[config.mk]
export PLATFORM = sky130hd
export DESIGN_NAME = chunked_interleave_xor_scrambler
export DESIGN_NICKNAME = d
export VERILOG_FILES = /design/src/hdl/cixs_pkg.sv /design/src/hdl/cixs_region.sv /design/src/hdl/chunked_interleave_xor_scrambler.sv
export SDC_FILE = /design/constraint.sdc
export NUM_CORES = 1
export LEC_CHECK = 0
export ABC_AREA = 1
export BUFFER_PORTS_ARGS = -buffer_cell sky130_fd_sc_hd__buf_2
export CAP_MARGIN = 40
export CORE_MARGIN = 2
export CORE_UTILIZATION = 25
export CTS_BUF_LIST = sky130_fd_sc_hd__clkbuf_4
export CTS_CLUSTER_SIZE = 24
export DETAILED_ROUTE_END_ITERATION = 12
export SETUP_SLACK_MARGIN = 0.4
export SYNTH_ARGS = -nofsm -noshare
export SYNTH_HDL_FRONTEND = slang
export SYNTH_SLANG_ARGS = --single-unit
[constraint.sdc]
create_clock -name clock -period 21.7 [get_ports clock]
set_clock_uncertainty 0.05 [all_clocks]
set_input_delay 3.255 -clock clock [delete_from_list [all_inputs] [get_ports clock]]
set_output_delay 3.255 -clock clock [all_outputs]
set_load 0.01 [all_outputs]
[src/hdl/cixs_pkg.sv]
// Shared widths, register map and status types for the chunked interleave XOR scrambler.
package cixs_pkg;

   // Offset width and chunk length width
   localparam int SIZE_BITS  = 24;
   localparam int CHUNK_BITS = 17;

   // Data size and region length carry one extra bit so that 2^SIZE_BITS fits
   localparam int DS_W = SIZE_BITS + 1;
   localparam logic [DS_W-1:0] DS_LIMIT = DS_W'(1) << SIZE_BITS;

   // Interleave offset math needs two bits above the chunk length
   localparam int REL_W = CHUNK_BITS + 2;

   // Result beat: out_offset, out_byte, padded to whole bytes
   localparam int RSP_DATA_W = ((SIZE_BITS + 8 + 7) / 8) * 8;

   // Remainder unit: one dividend bit per cycle, then a final step to form the region length
   localparam int DIV_START = DS_W + 1;
   localparam int DIV_CNT_W = $clog2(DIV_START + 1);

   // Configuration port
   localparam int CSR_ADDR_W = 5;
   localparam int CSR_DATA_W = 32;
   localparam int REG_IDX_W  = CSR_ADDR_W - 2;

   localparam logic [REG_IDX_W-1:0] REG_MODE       = REG_IDX_W'(0);
   localparam logic [REG_IDX_W-1:0] REG_DATA_SIZE  = REG_IDX_W'(1);
   localparam logic [REG_IDX_W-1:0] REG_KEY_START  = REG_IDX_W'(2);
   localparam logic [REG_IDX_W-1:0] REG_KEY_STEP   = REG_IDX_W'(3);
   localparam logic [REG_IDX_W-1:0] REG_CHUNK_SIZE = REG_IDX_W'(4);
   localparam logic [REG_IDX_W-1:0] REG_MAX_BYTES  = REG_IDX_W'(5);

   localparam logic MODE_DECRYPT = 1'b0;
   localparam logic MODE_ENCRYPT = 1'b1;

   // Region unit status toward the stream datapath
   typedef struct packed {
      logic            busy;
      logic [DS_W-1:0] enc_len;
   } region_status_type;

endpackage

[src/hdl/cixs_region.sv]
// Encrypted region length unit: serial remainder of data size by chunk size.
module cixs_region (
   input  logic                                 clock,
   input  logic                                 reset,
   input  logic                                 start,
   input  logic [cixs_pkg::DS_W-1:0]            data_size,
   input  logic [cixs_pkg::CHUNK_BITS-1:0]      chunk_size,
   output cixs_pkg::region_status_type          status
);

   logic [cixs_pkg::DIV_CNT_W-1:0]  cnt_ff, cnt_in;
   logic [cixs_pkg::CHUNK_BITS-1:0] rem_ff, rem_in;
   logic [cixs_pkg::DS_W-1:0]       enc_ff, enc_in;

   logic [cixs_pkg::DIV_CNT_W-1:0]  bit_sel;
   logic [cixs_pkg::CHUNK_BITS:0]   rem_sh;
   logic [cixs_pkg::CHUNK_BITS:0]   rem_dif;
   logic [cixs_pkg::CHUNK_BITS-1:0] quarter;
   logic [cixs_pkg::CHUNK_BITS-1:0] rem_skip;
   logic [cixs_pkg::DS_W-1:0]       skip;

   always_comb begin
      cnt_in   = cnt_ff;
      rem_in   = rem_ff;
      enc_in   = enc_ff;
      bit_sel  = cnt_ff - cixs_pkg::DIV_CNT_W'(2);
      rem_sh   = {rem_ff, data_size[bit_sel]};
      rem_dif  = rem_sh - {1'b0, chunk_size};
      quarter  = chunk_size >> 2;
      rem_skip = (rem_ff < quarter) ? rem_ff : '0;
      skip     = cixs_pkg::DS_W'(rem_skip) + cixs_pkg::DS_W'(data_size[0]);
      if (start) begin
         cnt_in = cixs_pkg::DIV_CNT_W'(cixs_pkg::DIV_START);
         rem_in = '0;
      end else if (cnt_ff > cixs_pkg::DIV_CNT_W'(1)) begin
         // restoring step: shift in the next dividend bit, subtract if it fits
         rem_in = (rem_sh >= {1'b0, chunk_size}) ? rem_dif[cixs_pkg::CHUNK_BITS-1:0]
                                                 : rem_sh[cixs_pkg::CHUNK_BITS-1:0];
         cnt_in = cnt_ff - cixs_pkg::DIV_CNT_W'(1);
      end else if (cnt_ff == cixs_pkg::DIV_CNT_W'(1)) begin
         // drop a short tail and a final odd byte
         enc_in = (data_size > skip) ? (data_size - skip) : '0;
         cnt_in = '0;
      end
   end

   always_ff @(posedge clock) begin
      if (reset) begin
         cnt_ff <= cixs_pkg::DIV_CNT_W'(cixs_pkg::DIV_START);
         rem_ff <= '0;
      end else begin
         cnt_ff <= cnt_in;
         rem_ff <= rem_in;
      end
      enc_ff <= enc_in;
   end

   assign status.busy    = (cnt_ff != '0);
   assign status.enc_len = enc_ff;

   a_start_busy: assert property (@(posedge clock) disable iff (reset)
      start |=> status.busy)
      else $error("region unit not busy after restart");

   a_finish: assert property (@(posedge clock) disable iff (reset)
      (cnt_ff == cixs_pkg::DIV_CNT_W'(1)) && !start |=> !status.busy)
      else $error("region unit did not finish");

   a_len_bound: assert property (@(posedge clock) disable iff (reset)
      !status.busy |-> status.enc_len <= data_size)
      else $error("region longer than data size");

endmodule

[src/hdl/chunked_interleave_xor_scrambler.sv]
// Top level: stream datapath, configuration registers and region unit of the scrambler.
//
// One byte enters per beat and one result beat leaves for it, carrying the file offset where
// the byte belongs, the byte itself and tlast on the final byte of the file. The datapath
// sustains one byte per clock cycle while the result side is ready and the region unit is
// idle; an accepted byte passes through the input register and then the result register,
// around a single pass of chunk bookkeeping, an 8x8 key product and the XOR. After reset
// and after every write of data_size or chunk_size, a serial remainder unit takes one bit of
// data_size per cycle, then forms the region length; req_tready stays low meanwhile.
// The region length is latched on the first byte of each file and chunk_size and max_bytes
// are read as each chunk starts; mode and key_step act on every byte.
module chunked_interleave_xor_scrambler (
   input  logic                              clock,
   input  logic                              reset,
   // input stream
   input  logic                              req_tvalid,
   output logic                              req_tready,
   input  logic [7:0]                        req_tdata,   // [7:0] in_byte
   // result stream
   output logic                              rsp_tvalid,
   input  logic                              rsp_tready,
   output logic [cixs_pkg::RSP_DATA_W-1:0]   rsp_tdata,   // [23:0] out_offset, [31:24] out_byte
   output logic                              rsp_tlast,   // file_done
   // configuration
   input  logic                              csr_psel,
   input  logic                              csr_penable,
   input  logic                              csr_pwrite,
   input  logic [cixs_pkg::CSR_ADDR_W-1:0]   csr_paddr,
   input  logic [cixs_pkg::CSR_DATA_W-1:0]   csr_pwdata,
   output logic [cixs_pkg::CSR_DATA_W-1:0]   csr_prdata,
   output logic                              csr_pready
);

   // ---------------- configuration registers ----------------
   logic                              mode_ff, mode_in;
   logic [cixs_pkg::DS_W-1:0]         data_size_ff, data_size_in;
   logic [7:0]                        key_start_ff, key_start_in;
   logic [7:0]                        key_step_ff, key_step_in;
   logic [cixs_pkg::CHUNK_BITS-1:0]   chunk_size_ff, chunk_size_in;
   logic [cixs_pkg::DS_W-1:0]         max_bytes_ff, max_bytes_in;

   logic                              cfg_wr;
   logic [cixs_pkg::REG_IDX_W-1:0]    reg_sel;
   logic                              region_start;

   assign csr_pready = 1'b1;
   assign cfg_wr     = csr_psel & csr_penable & csr_pwrite & csr_pready;
   assign reg_sel    = csr_paddr[cixs_pkg::CSR_ADDR_W-1:2];
   assign region_start = cfg_wr && ((reg_sel == cixs_pkg::REG_DATA_SIZE) ||
                                    (reg_sel == cixs_pkg::REG_CHUNK_SIZE));

   always_comb begin
      mode_in       = mode_ff;
      data_size_in  = data_size_ff;
      key_start_in  = key_start_ff;
      key_step_in   = key_step_ff;
      chunk_size_in = chunk_size_ff;
      max_bytes_in  = max_bytes_ff;
      if (cfg_wr) begin
         case (reg_sel)
            cixs_pkg::REG_MODE:       mode_in       = csr_pwdata[0];
            cixs_pkg::REG_DATA_SIZE:  data_size_in  = csr_pwdata[cixs_pkg::DS_W-1:0];
            cixs_pkg::REG_KEY_START:  key_start_in  = csr_pwdata[7:0];
            cixs_pkg::REG_KEY_STEP:   key_step_in   = csr_pwdata[7:0];
            cixs_pkg::REG_CHUNK_SIZE: chunk_size_in = csr_pwdata[cixs_pkg::CHUNK_BITS-1:0];
            cixs_pkg::REG_MAX_BYTES:  max_bytes_in  = csr_pwdata[cixs_pkg::DS_W-1:0];
            default: ;
         endcase
      end
   end

   always_ff @(posedge clock) begin
      if (reset) begin
         mode_ff       <= cixs_pkg::MODE_DECRYPT;
         data_size_ff  <= cixs_pkg::DS_W'(1);
         key_start_ff  <= '0;
         key_step_ff   <= '0;
         chunk_size_ff <= cixs_pkg::CHUNK_BITS'(1);
         max_bytes_ff  <= cixs_pkg::DS_LIMIT;
      end else begin
         mode_ff       <= mode_in;
         data_size_ff  <= data_size_in;
         key_start_ff  <= key_start_in;
         key_step_ff   <= key_step_in;
         chunk_size_ff <= chunk_size_in;
         max_bytes_ff  <= max_bytes_in;
      end
   end

   always_comb begin
      case (reg_sel)
         cixs_pkg::REG_MODE:       csr_prdata = cixs_pkg::CSR_DATA_W'(mode_ff);
         cixs_pkg::REG_DATA_SIZE:  csr_prdata = cixs_pkg::CSR_DATA_W'(data_size_ff);
         cixs_pkg::REG_KEY_START:  csr_prdata = cixs_pkg::CSR_DATA_W'(key_start_ff);
         cixs_pkg::REG_KEY_STEP:   csr_prdata = cixs_pkg::CSR_DATA_W'(key_step_ff);
         cixs_pkg::REG_CHUNK_SIZE: csr_prdata = cixs_pkg::CSR_DATA_W'(chunk_size_ff);
         cixs_pkg::REG_MAX_BYTES:  csr_prdata = cixs_pkg::CSR_DATA_W'(max_bytes_ff);
         default:                  csr_prdata = '0;
      endcase
   end

   // clamp out-of-range sizes
   logic [cixs_pkg::DS_W-1:0]       ds_eff;
   logic [cixs_pkg::CHUNK_BITS-1:0] cs_eff;

   always_comb begin
      if (data_size_ff == '0)
         ds_eff = cixs_pkg::DS_W'(1);
      else if (data_size_ff > cixs_pkg::DS_LIMIT)
         ds_eff = cixs_pkg::DS_LIMIT;
      else
         ds_eff = data_size_ff;
      cs_eff = (chunk_size_ff == '0) ? cixs_pkg::CHUNK_BITS'(1) : chunk_size_ff;
   end

   cixs_pkg::region_status_type region;

   cixs_region u_region (
      .clock      (clock),
      .reset      (reset),
      .start      (region_start),
      .data_size  (ds_eff),
      .chunk_size (cs_eff),
      .status     (region)
   );

   // ---------------- stream pipeline ----------------
   logic                              in_valid_ff, in_valid_in;
   logic [7:0]                        in_byte_ff, in_byte_in;
   logic                              rsp_valid_ff, rsp_valid_in;
   logic [cixs_pkg::SIZE_BITS-1:0]    rsp_offset_ff, rsp_offset_in;
   logic [7:0]                        rsp_byte_ff, rsp_byte_in;
   logic                              rsp_last_ff, rsp_last_in;

   // per-file and per-chunk state
   logic [cixs_pkg::SIZE_BITS-1:0]    pos_ff, pos_in;
   logic [cixs_pkg::SIZE_BITS-1:0]    start_ff, start_in;
   logic [cixs_pkg::CHUNK_BITS-1:0]   len_ff, len_in;
   logic [cixs_pkg::CHUNK_BITS-1:0]   q_ff, q_in;
   logic                              active_ff, active_in;
   logic [7:0]                        base_ff, base_in;
   logic [cixs_pkg::DS_W-1:0]         enc_ff, enc_in;

   logic adv;
   logic req_fire;

   assign adv        = in_valid_ff && (!rsp_valid_ff || rsp_tready);
   assign req_tready = (!in_valid_ff || adv) && !region.busy;
   assign req_fire   = req_tvalid && req_tready;

   // byte processing
   logic                              file0;
   logic                              cur_active;
   logic [cixs_pkg::CHUNK_BITS-1:0]   cur_len;
   logic [7:0]                        cur_base;
   logic [cixs_pkg::DS_W-1:0]         cur_enc;
   logic [cixs_pkg::SIZE_BITS-1:0]    cur_start;
   logic [cixs_pkg::DS_W-1:0]         pos_w;
   logic                              start_new;
   logic [cixs_pkg::DS_W-1:0]         left;
   logic [cixs_pkg::CHUNK_BITS-1:0]   new_len;
   logic [15:0]                       adv_prod;
   logic [7:0]                        base_new;
   logic [cixs_pkg::CHUNK_BITS-1:0]   len;
   logic [cixs_pkg::CHUNK_BITS-1:0]   q;
   logic [7:0]                        base;
   logic [cixs_pkg::SIZE_BITS-1:0]    cstart;
   logic                              in_chunk;
   logic [cixs_pkg::CHUNK_BITS:0]     len_p1;
   logic [cixs_pkg::CHUNK_BITS-1:0]   half;
   logic [cixs_pkg::REL_W-1:0]        len_w, q_w, half_w, dec_rel_w;
   logic [cixs_pkg::CHUNK_BITS-1:0]   tail_dist;
   logic [cixs_pkg::CHUNK_BITS-1:0]   enc_idx;
   logic [cixs_pkg::CHUNK_BITS-1:0]   idx;
   logic [cixs_pkg::CHUNK_BITS-1:0]   rel;
   logic [15:0]                       key_prod;
   logic [7:0]                        key;
   logic [cixs_pkg::DS_W-1:0]         pos_p1;
   logic                              done;

   always_comb begin
      file0      = (pos_ff == '0);
      // first byte of a file: latch the region and clear the chunk
      cur_active = file0 ? 1'b0 : active_ff;
      cur_len    = file0 ? '0 : len_ff;
      cur_base   = file0 ? key_start_ff : base_ff;
      cur_enc    = file0 ? region.enc_len : enc_ff;
      cur_start  = file0 ? '0 : start_ff;

      pos_w     = {1'b0, pos_ff};
      start_new = !cur_active && (pos_w < cur_enc) && (pos_w < max_bytes_ff);
      left      = cur_enc - pos_w;
      new_len   = (cixs_pkg::DS_W'(cs_eff) < left) ? cs_eff
                                                   : left[cixs_pkg::CHUNK_BITS-1:0];
      adv_prod  = key_step_ff * 8'(cur_len);
      base_new  = cur_base + adv_prod[7:0];

      len      = start_new ? new_len : cur_len;
      q        = start_new ? '0 : q_ff;
      base     = start_new ? base_new : cur_base;
      cstart   = start_new ? pos_ff : cur_start;
      in_chunk = start_new || cur_active;

      // interleave: h = ceil(L/2)
      len_p1 = {1'b0, len} + (cixs_pkg::CHUNK_BITS + 1)'(1);
      half   = len_p1[cixs_pkg::CHUNK_BITS:1];
      len_w  = cixs_pkg::REL_W'(len);
      q_w    = cixs_pkg::REL_W'(q);
      half_w = cixs_pkg::REL_W'(half);
      dec_rel_w = (q < half) ? (len_w - cixs_pkg::REL_W'(1) - (q_w << 1))
                             : (len_w - cixs_pkg::REL_W'(2) - (q_w << 1) + (half_w << 1));
      tail_dist = len - cixs_pkg::CHUNK_BITS'(1) - q;
      enc_idx   = (tail_dist >> 1) + (tail_dist[0] ? half : '0);

      if (mode_ff == cixs_pkg::MODE_ENCRYPT) begin
         idx = enc_idx;
         rel = enc_idx;
      end else begin
         idx = q;
         rel = dec_rel_w[cixs_pkg::CHUNK_BITS-1:0];
      end
      key_prod = key_step_ff * 8'(idx);
      key      = base + key_prod[7:0];

      pos_p1 = pos_w + cixs_pkg::DS_W'(1);
      done   = (pos_p1 >= ds_eff);
   end

   always_comb begin
      in_valid_in   = in_valid_ff;
      in_byte_in    = in_byte_ff;
      rsp_valid_in  = rsp_valid_ff;
      rsp_offset_in = rsp_offset_ff;
      rsp_byte_in   = rsp_byte_ff;
      rsp_last_in   = rsp_last_ff;
      pos_in        = pos_ff;
      start_in      = start_ff;
      len_in        = len_ff;
      q_in          = q_ff;
      active_in     = active_ff;
      base_in       = base_ff;
      enc_in        = enc_ff;

      if (rsp_tready)
         rsp_valid_in = 1'b0;
      if (adv)
         in_valid_in = 1'b0;
      if (req_fire) begin
         in_valid_in = 1'b1;
         in_byte_in  = req_tdata;
      end

      if (adv) begin
         rsp_valid_in = 1'b1;
         rsp_last_in  = done;
         if (in_chunk) begin
            rsp_offset_in = cstart + cixs_pkg::SIZE_BITS'(rel);
            rsp_byte_in   = in_byte_ff ^ key;
         end else begin
            rsp_offset_in = pos_ff;
            rsp_byte_in   = in_byte_ff;
         end
         pos_in    = done ? '0 : pos_p1[cixs_pkg::SIZE_BITS-1:0];
         start_in  = cstart;
         len_in    = len;
         base_in   = base;
         enc_in    = cur_enc;
         q_in      = q + cixs_pkg::CHUNK_BITS'(1);
         active_in = in_chunk &&
                     (({1'b0, q} + (cixs_pkg::CHUNK_BITS + 1)'(1)) != {1'b0, len});
      end
   end

   always_ff @(posedge clock) begin
      if (reset) begin
         in_valid_ff  <= 1'b0;
         rsp_valid_ff <= 1'b0;
         pos_ff       <= '0;
         active_ff    <= 1'b0;
      end else begin
         in_valid_ff  <= in_valid_in;
         rsp_valid_ff <= rsp_valid_in;
         pos_ff       <= pos_in;
         active_ff    <= active_in;
      end
      in_byte_ff    <= in_byte_in;
      rsp_offset_ff <= rsp_offset_in;
      rsp_byte_ff   <= rsp_byte_in;
      rsp_last_ff   <= rsp_last_in;
      start_ff      <= start_in;
      len_ff        <= len_in;
      q_ff          <= q_in;
      base_ff       <= base_in;
      enc_ff        <= enc_in;
   end

   assign rsp_tvalid = rsp_valid_ff;
   assign rsp_tdata  = cixs_pkg::RSP_DATA_W'({rsp_byte_ff, rsp_offset_ff});
   assign rsp_tlast  = rsp_last_ff;

   a_no_accept_busy: assert property (@(posedge clock) disable iff (reset)
      req_tready |-> !region.busy)
      else $error("beat taken while region length is being computed");

   a_file_wrap: assert property (@(posedge clock) disable iff (reset)
      adv && done |=> (pos_ff == '0) && rsp_tlast)
      else $error("position did not return to zero after last byte");

   a_chunk_index: assert property (@(posedge clock) disable iff (reset)
      active_ff |-> (q_ff < len_ff))
      else $error("chunk index beyond chunk length");

   a_rel_bound: assert property (@(posedge clock) disable iff (reset)
      adv && in_chunk |-> (rel < len))
      else $error("offset outside current chunk");

endmodule
==> reports/qor.yml, run 1 <==
synthesis:
  synth_xor_area_frac: 0.0609
  syn_avg_cell_area_um2: 7.31
  synthSimpleGateAreaFrac: 0.232
  synth-edff-count: 157
  synthArstFlopShare: 0
  synth_mux_area_frac: 0.0116
  ys.warnings.count: 0
  ys_ff_latch: 290
  synth_area_um2: 27400
  synth_top_family_by_area: "simple AND/OR/NAND/NOR gates"
  ys.flop_type: "edfxtp_1"
  ys_types: 70
  synth_compound_area_frac: 0.150
  yosysSeqAreaShare: 0.269
  syn_inst: 3756
  synthAdderAreaFrac: 0.175
worst_hold_path:
  min_path_type: "reg2reg"
timing:
  relSlewSlack: 0.379
  worst_pin_slew_ns: 0.931
  finalHoldViolCount: 0
  max_freq_mhz: 75.6
  rsz0062_at_grt: "false"
  period_minus_slack_ns: 13.24
  setup_viol: 0
  tns_ns: 0
  slew_violations: 0
  whs_ns: 0.427
  period_share: 0.610
grt:
  grt_pass1_vias: 23800
  antenna_found_initial: 11
  grt_overflow_total: 0
  grt_start_max_net_pins: 75
  grt_use_total: 0.165
  grt_pass1_wl_um: 142000
floorplan:
  io_pins: 120
  core-area_um2: 109000
  row_count: 121
  fp.dieW_um: 335
  dieArea_um2: 112000
  dieHeight_um: 335
  start_util: 0.252
clocking:
  postCtsSetupBuffers: 0
  cts_hold_buf: 0
  htree_levels: 3
  clk_latency_ns: 0.92
  cts_resized: 0
  cts_tree: "built"
  cts_root_buf: "clkbuf_4"
  path_clk_slew_ns: 0.08
  cts_buffers: 81
  cts_sinks: 290
  clockBufferDepth: 3
critical_path:
  critPathMaxStageDelay_ns: 0.57
  critPathCapture: "rsp_byte_ff[7]"
  rrSetupSlack_ns: 8.46
  critical_path.startpoint: "pos_ff[1]"
  critPathRequiredTime_ns: 22.28
  crit_path_end_kind: "flip-flop"
  r2r_start: "pos_ff[1]"
  critPathKind: "reg2reg"
  worst_r2r_endpoint: "rsp_byte_ff[7]"
  slowest_stage: "inv_1"
  start_kind: "flip-flop"
  arrival_ns: 13.82
  ff2ff_path_depth: 51
  cpMostUsedCell: "ha_1"
  cp_max_fo: 32
power:
  p_sw_frac: 0.395
  power_frac_clock: 0.302
  power_switching_mw: 0.693
  power.density_nw_per_um2: 57.4
  total_leakage_power_nw: 14.2
  ir_drop_mv: 0.0631
  intPower_mw: 1.06
  seqPwrFrac: 0.354
  pwr-share-comb: 0.344
job:
  drv_cap: 0
route:
  antenna_left: 0
  drt_wl_total_um: 94700
  routed_via_density: 4.78
  drc: 0
  drtIter0Drc: 2321
  vias: 25600
  wl_per_cell_um: 17.7
  dr.pass1.iters: 6
cells_and_area:
  drive_above_1_share: 0.112
  final_nets: 4262
  final_util: 0.281
  syn_to_final_growth_pct: 11.5
placement:
  gp_congestion: 0.940
  io_buffers: 102
  dp_hpwl_um: 76300
status:
  status: "finished, final reports clean"
-- through the flow --
step                      instance area [µm²]  setup slack, ns  cells  total power [mW]
after floorplan                         27500            11.05   3764              1.07
after global placement                  29400             8.60   5189              1.22
after detailed placement                29500             8.57   5193              1.22
after CTS                               30600             8.54   5342              1.76
after global routing                    30600             7.58   5347              1.87
final                                   30600             8.46   5351              1.76
-- metal layers --
layer	global-route usage	vias to the layer above	share of wire
met5	0	-	0.00041
met4	0.0468	6	0.026
met3	0.0371	147	0.091
met2	0.238	906	0.40
met1	0.242	11900	0.48
li1	-	12700	-
-- worst min-delay path by stage --
stage                         start              end  cells after the start
global route              active_ff        active_ff                      2
finish                    active_ff        active_ff                      2
detailed placement        active_ff        active_ff                      2
global placement          active_ff        active_ff                      2
floorplan           key_start_ff[0]  key_start_ff[0]                      2
CTS                       active_ff        active_ff                      2
-- area by class of cell --
cell class / count / area, µm²
diodes: 9 / 22.5
clock buffers: 110 / 826
clock inverters: 39 / 209
fillers: 11900 / 78300
inverters: 596 / 2250
multi-input cells: 2760 / 17300
flip-flops and latches: 290 / 7380
well taps: 1414 / 1770
repair buffers: 133 / 811
-- flip-flops by register name, indices dropped and copies added, names as in the netlist, 24 cells and up --
register and count:
u_region.enc_ff 25, start_ff 24, data_size_ff 25, max_bytes_ff 25, rsp_offset_ff 24, pos_ff 24
enc_ff 25
-- critical path, delay by kind of cell, from the launching register on --
kind / cells / cell delay [ns]
adders and majority gates: 10 / 3.69
xor gates and xnor gates: 3 / 0.78
AOI/OAI and AO/OA: 11 / 2.66
muxes: 1 / 0.36
and+or+nand+nor: 19 / 3.40
DFF: 1 / 0.39
buffers and inverters: 7 / 1.65
-- cell usage in the layout (no fill, tap or decap), types with 58 or more instances in the layout --
master	instances
xor2_1	128
inv_1	549
nor2_1	284
dfxtp_1	133
nand3_1	182
nand2_1	734
o21ai_0	256
edfxtp_1	157
clkbuf_4	110
buf_2	102
ha_1	290
a21oi_1	351
xnor2_1	59
fa_1	58
-- cells in the mapped netlist (all sizes together), types with 22 or more instances --
master | number | area, µm²
a21oi | 355 | 1790
xnor2 | 59 | 517
nand3 | 200 | 1100
xor2 | 130 | 1150
fa | 58 | 1160
edfxtp | 157 | 4710
inv | 591 | 2220
nand2 | 776 | 3060
dfxtp | 133 | 2660
ha | 290 | 3630
o21ai | 269 | 1370
nor2 | 314 | 1330
mux2 | 22 | 248
o22ai | 22 | 138
nand4 | 55 | 372
clkbuf | 89 | 334
nor3 | 46 | 235
buf | 29 | 215
-- cells by family (layout without fill, tap and decap cells) --
family                   count (synthesis)  count (layout)
AND/OR/NAND/NOR                       1432            1432
AO/OA/AOI/OAI                          752             752
buffers and inverters                  714             878
adder cells (fa/ha/maj)                348             348
flip-flops                             290             290
XOR/XNOR                               189             189
multiplexers                            29              29
other                                    2              19
-- power by group through the flow --
stage | Clock, mW | Sequential, mW | Combinational, mW
after detailed placement | 0 | 0.634 | 0.590
after CTS | 0.545 | 0.622 | 0.593
after global routing | 0.573 | 0.625 | 0.676
after floorplan | 0 | 0.625 | 0.446
after global placement | 0 | 0.634 | 0.583
final | 0.531 | 0.622 | 0.604
Power figures use the tool's default switching activity.
==> run 2: changes to the inputs <==
- clock period: 21.7 -> 13.78 ns (I/O delays scaled with it)
==> run 2 against run 1 <==
Global-route usage barely moved. Combinational power rose by 57%. Clock power rose by 61%. Sequential power rose by 58%. Cell area rose by 0.13%. First-iteration DRC count rose by 5.2%. Sequential cell count did not move. Utilization barely moved. Critical path depth rose by 6. Non-clock buffer count rose by 7. Cell count barely moved. Critical endpoint is now rsp_offset_ff[23]. Largest cell class unchanged. Highest routed layer unchanged.
==> reports/qor.yml, run 2 (synthesis results as in run 1) <==
clocking:
  postCtsSetupBuffers: 0
  cts_resized: 0
  htree_levels: 3
  clk_latency_ns: 0.89
  cts_buffers: 81
  clockBufferDepth: 3
  cts_root_buf: "clkbuf_4"
  cts_sinks: 290
  cts_tree: "built"
  cts_hold_buf: 0
  path_clk_slew_ns: 0.07
floorplan:
  io_pins: 120
  fp.dieW_um: 335
  core-area_um2: 109000
  dieHeight_um: 335
  row_count: 121
  start_util: 0.252
  dieArea_um2: 112000
critical_path:
  crit_path_end_kind: "flip-flop"
  critPathMaxStageDelay_ns: 0.56
  start_kind: "flip-flop"
  critPathRequiredTime_ns: 14.30
  cpMostUsedCell: "nand2_1"
  cp_max_fo: 19
  critPathKind: "reg2reg"
  arrival_ns: 12.80
  slowest_stage: "o21ai_0"
placement:
  dp_hpwl_um: 76400
  gp_congestion: 0.946
  dpl_cell_area_um2: 29500
  io_buffers: 102
timing:
  whs_ns: 0.422
  finalHoldViolCount: 0
  setup_viol: 0
  period_minus_slack_ns: 12.28
  slew_violations: 0
  period_share: 0.891
  rsz0062_at_grt: "false"
  worst_pin_slew_ns: 0.979
  tns_ns: 0
  max_freq_mhz: 81.4
  relSlewSlack: 0.342
power:
  ir_drop_mv: 0.0740
  p_total_mw: 2.79
  total_leakage_power_nw: 14.2
  intPower_mw: 1.71
  power_switching_mw: 1.08
  seqPwrFrac: 0.352
  power_frac_clock: 0.307
  p_sw_frac: 0.386
  power.density_nw_per_um2: 91.0
  pwr-share-comb: 0.340
grt:
  grt_pass1_wl_um: 142000
  antenna_found_initial: 14
  grt_pass1_vias: 24000
  grt_start_max_net_pins: 85
  grt_use_total: 0.165
  grt_overflow_total: 0
job:
  drv_cap: 0
cells_and_area:
  syn_to_final_growth_pct: 11.6
  final_nets: 4269
  final_cell_area_um2: 30600
  mostFrequentLayoutCells: "nand2_1, inv_1, a21oi_1"
  drive_above_1_share: 0.116
  layout_commonest_cell: "nand2_1"
route:
  wl_met3_um: 8240
  drt_wl_total_um: 94700
  dr.pass1.iters: 7
  wl_met2_um: 38600
  vias: 25900
  drc: 0
  topRoutingLayerUsed: "met5"
  wl_per_cell_um: 17.7
  drtIter0Drc: 2442
  antenna_left: 0
  routed_via_density: 4.85
  m1WireLength_um: 45400
worst_hold_path:
  min_path_type: "reg2reg"
status:
  status: "finished, final reports clean"
run 2: cell count changes in the layout (fill, tap and decap cells not counted):
cell	change
clkbuf_4	+13
clkinv_1	-12
buf_4	+8
diode_2	-4
clkinv_2	-3
buf_16	-2
buf_2	+1
clkinv_4	-1
clkinvlp_4	+1
inv_6	-1
inv_8	+1
run 2: layout make-up:
class,count,area [µm²]
Antenna cell,5,12.5
Clock buffer,123,923
Clock inverter,24,150
Fill cell,11900,78200
Inverter,596,2250
Multi-Input combinational cell,2760,17300
Sequential cell,290,7380
Tap cell,1414,1770
Timing Repair Buffer,140,821
run 2: through the flow:
step	util	worst slack (ns)	cells
after detailed placement	0.271	1.65	5200
final	0.281	1.50	5352
after global placement	0.271	1.75	5196
after floorplan	-	3.13	3764
after CTS	0.281	1.55	5347
after global routing	0.281	0.578	5350
run 2: power by group through the flow:
| stage | registers, mW | logic, mW | clock network, mW |
|---|---|---|---|
| 4_1_cts | 0.980 | 0.935 | 0.878 |
| 3_3_place_gp | 0.999 | 0.918 | 0 |
| 6_report | 0.982 | 0.949 | 0.857 |
| 2_1_floorplan | 0.984 | 0.702 | 0 |
| 5_1_grt | 0.984 | 1.06 | 0.927 |
| 3_5_place_dp | 0.999 | 0.930 | 0 |
run 2: routing by layer:
metal  up-vias  global-route usage
met4        12              0.0454
met3       158              0.0363
met1     12100               0.240
met2       959               0.240
li1      12700                   -
met5         -                   0
run 2: critical path: cells and delay by family (launching register included):
family                     cells  cell delay (ns)
AOI/OAI and AO/OA             18             3.84
xor gates and xnor gates       3             0.63
adders and majority gates      7             2.49
buffers and inverters          6             1.32
DFF                            1             0.47
and+or+nand+nor               23             3.15
run 2: path summary, 6_finish.rpt:
path         slack, ns                 to  depth (start not counted)      start
max reg2reg       1.50  rsp_offset_ff[23]                         57  pos_ff[0]
min               0.42          active_ff                          2  active_ff
min reg2reg       0.42          active_ff                          2  active_ff
max               1.50  rsp_offset_ff[23]                         57  pos_ff[0]
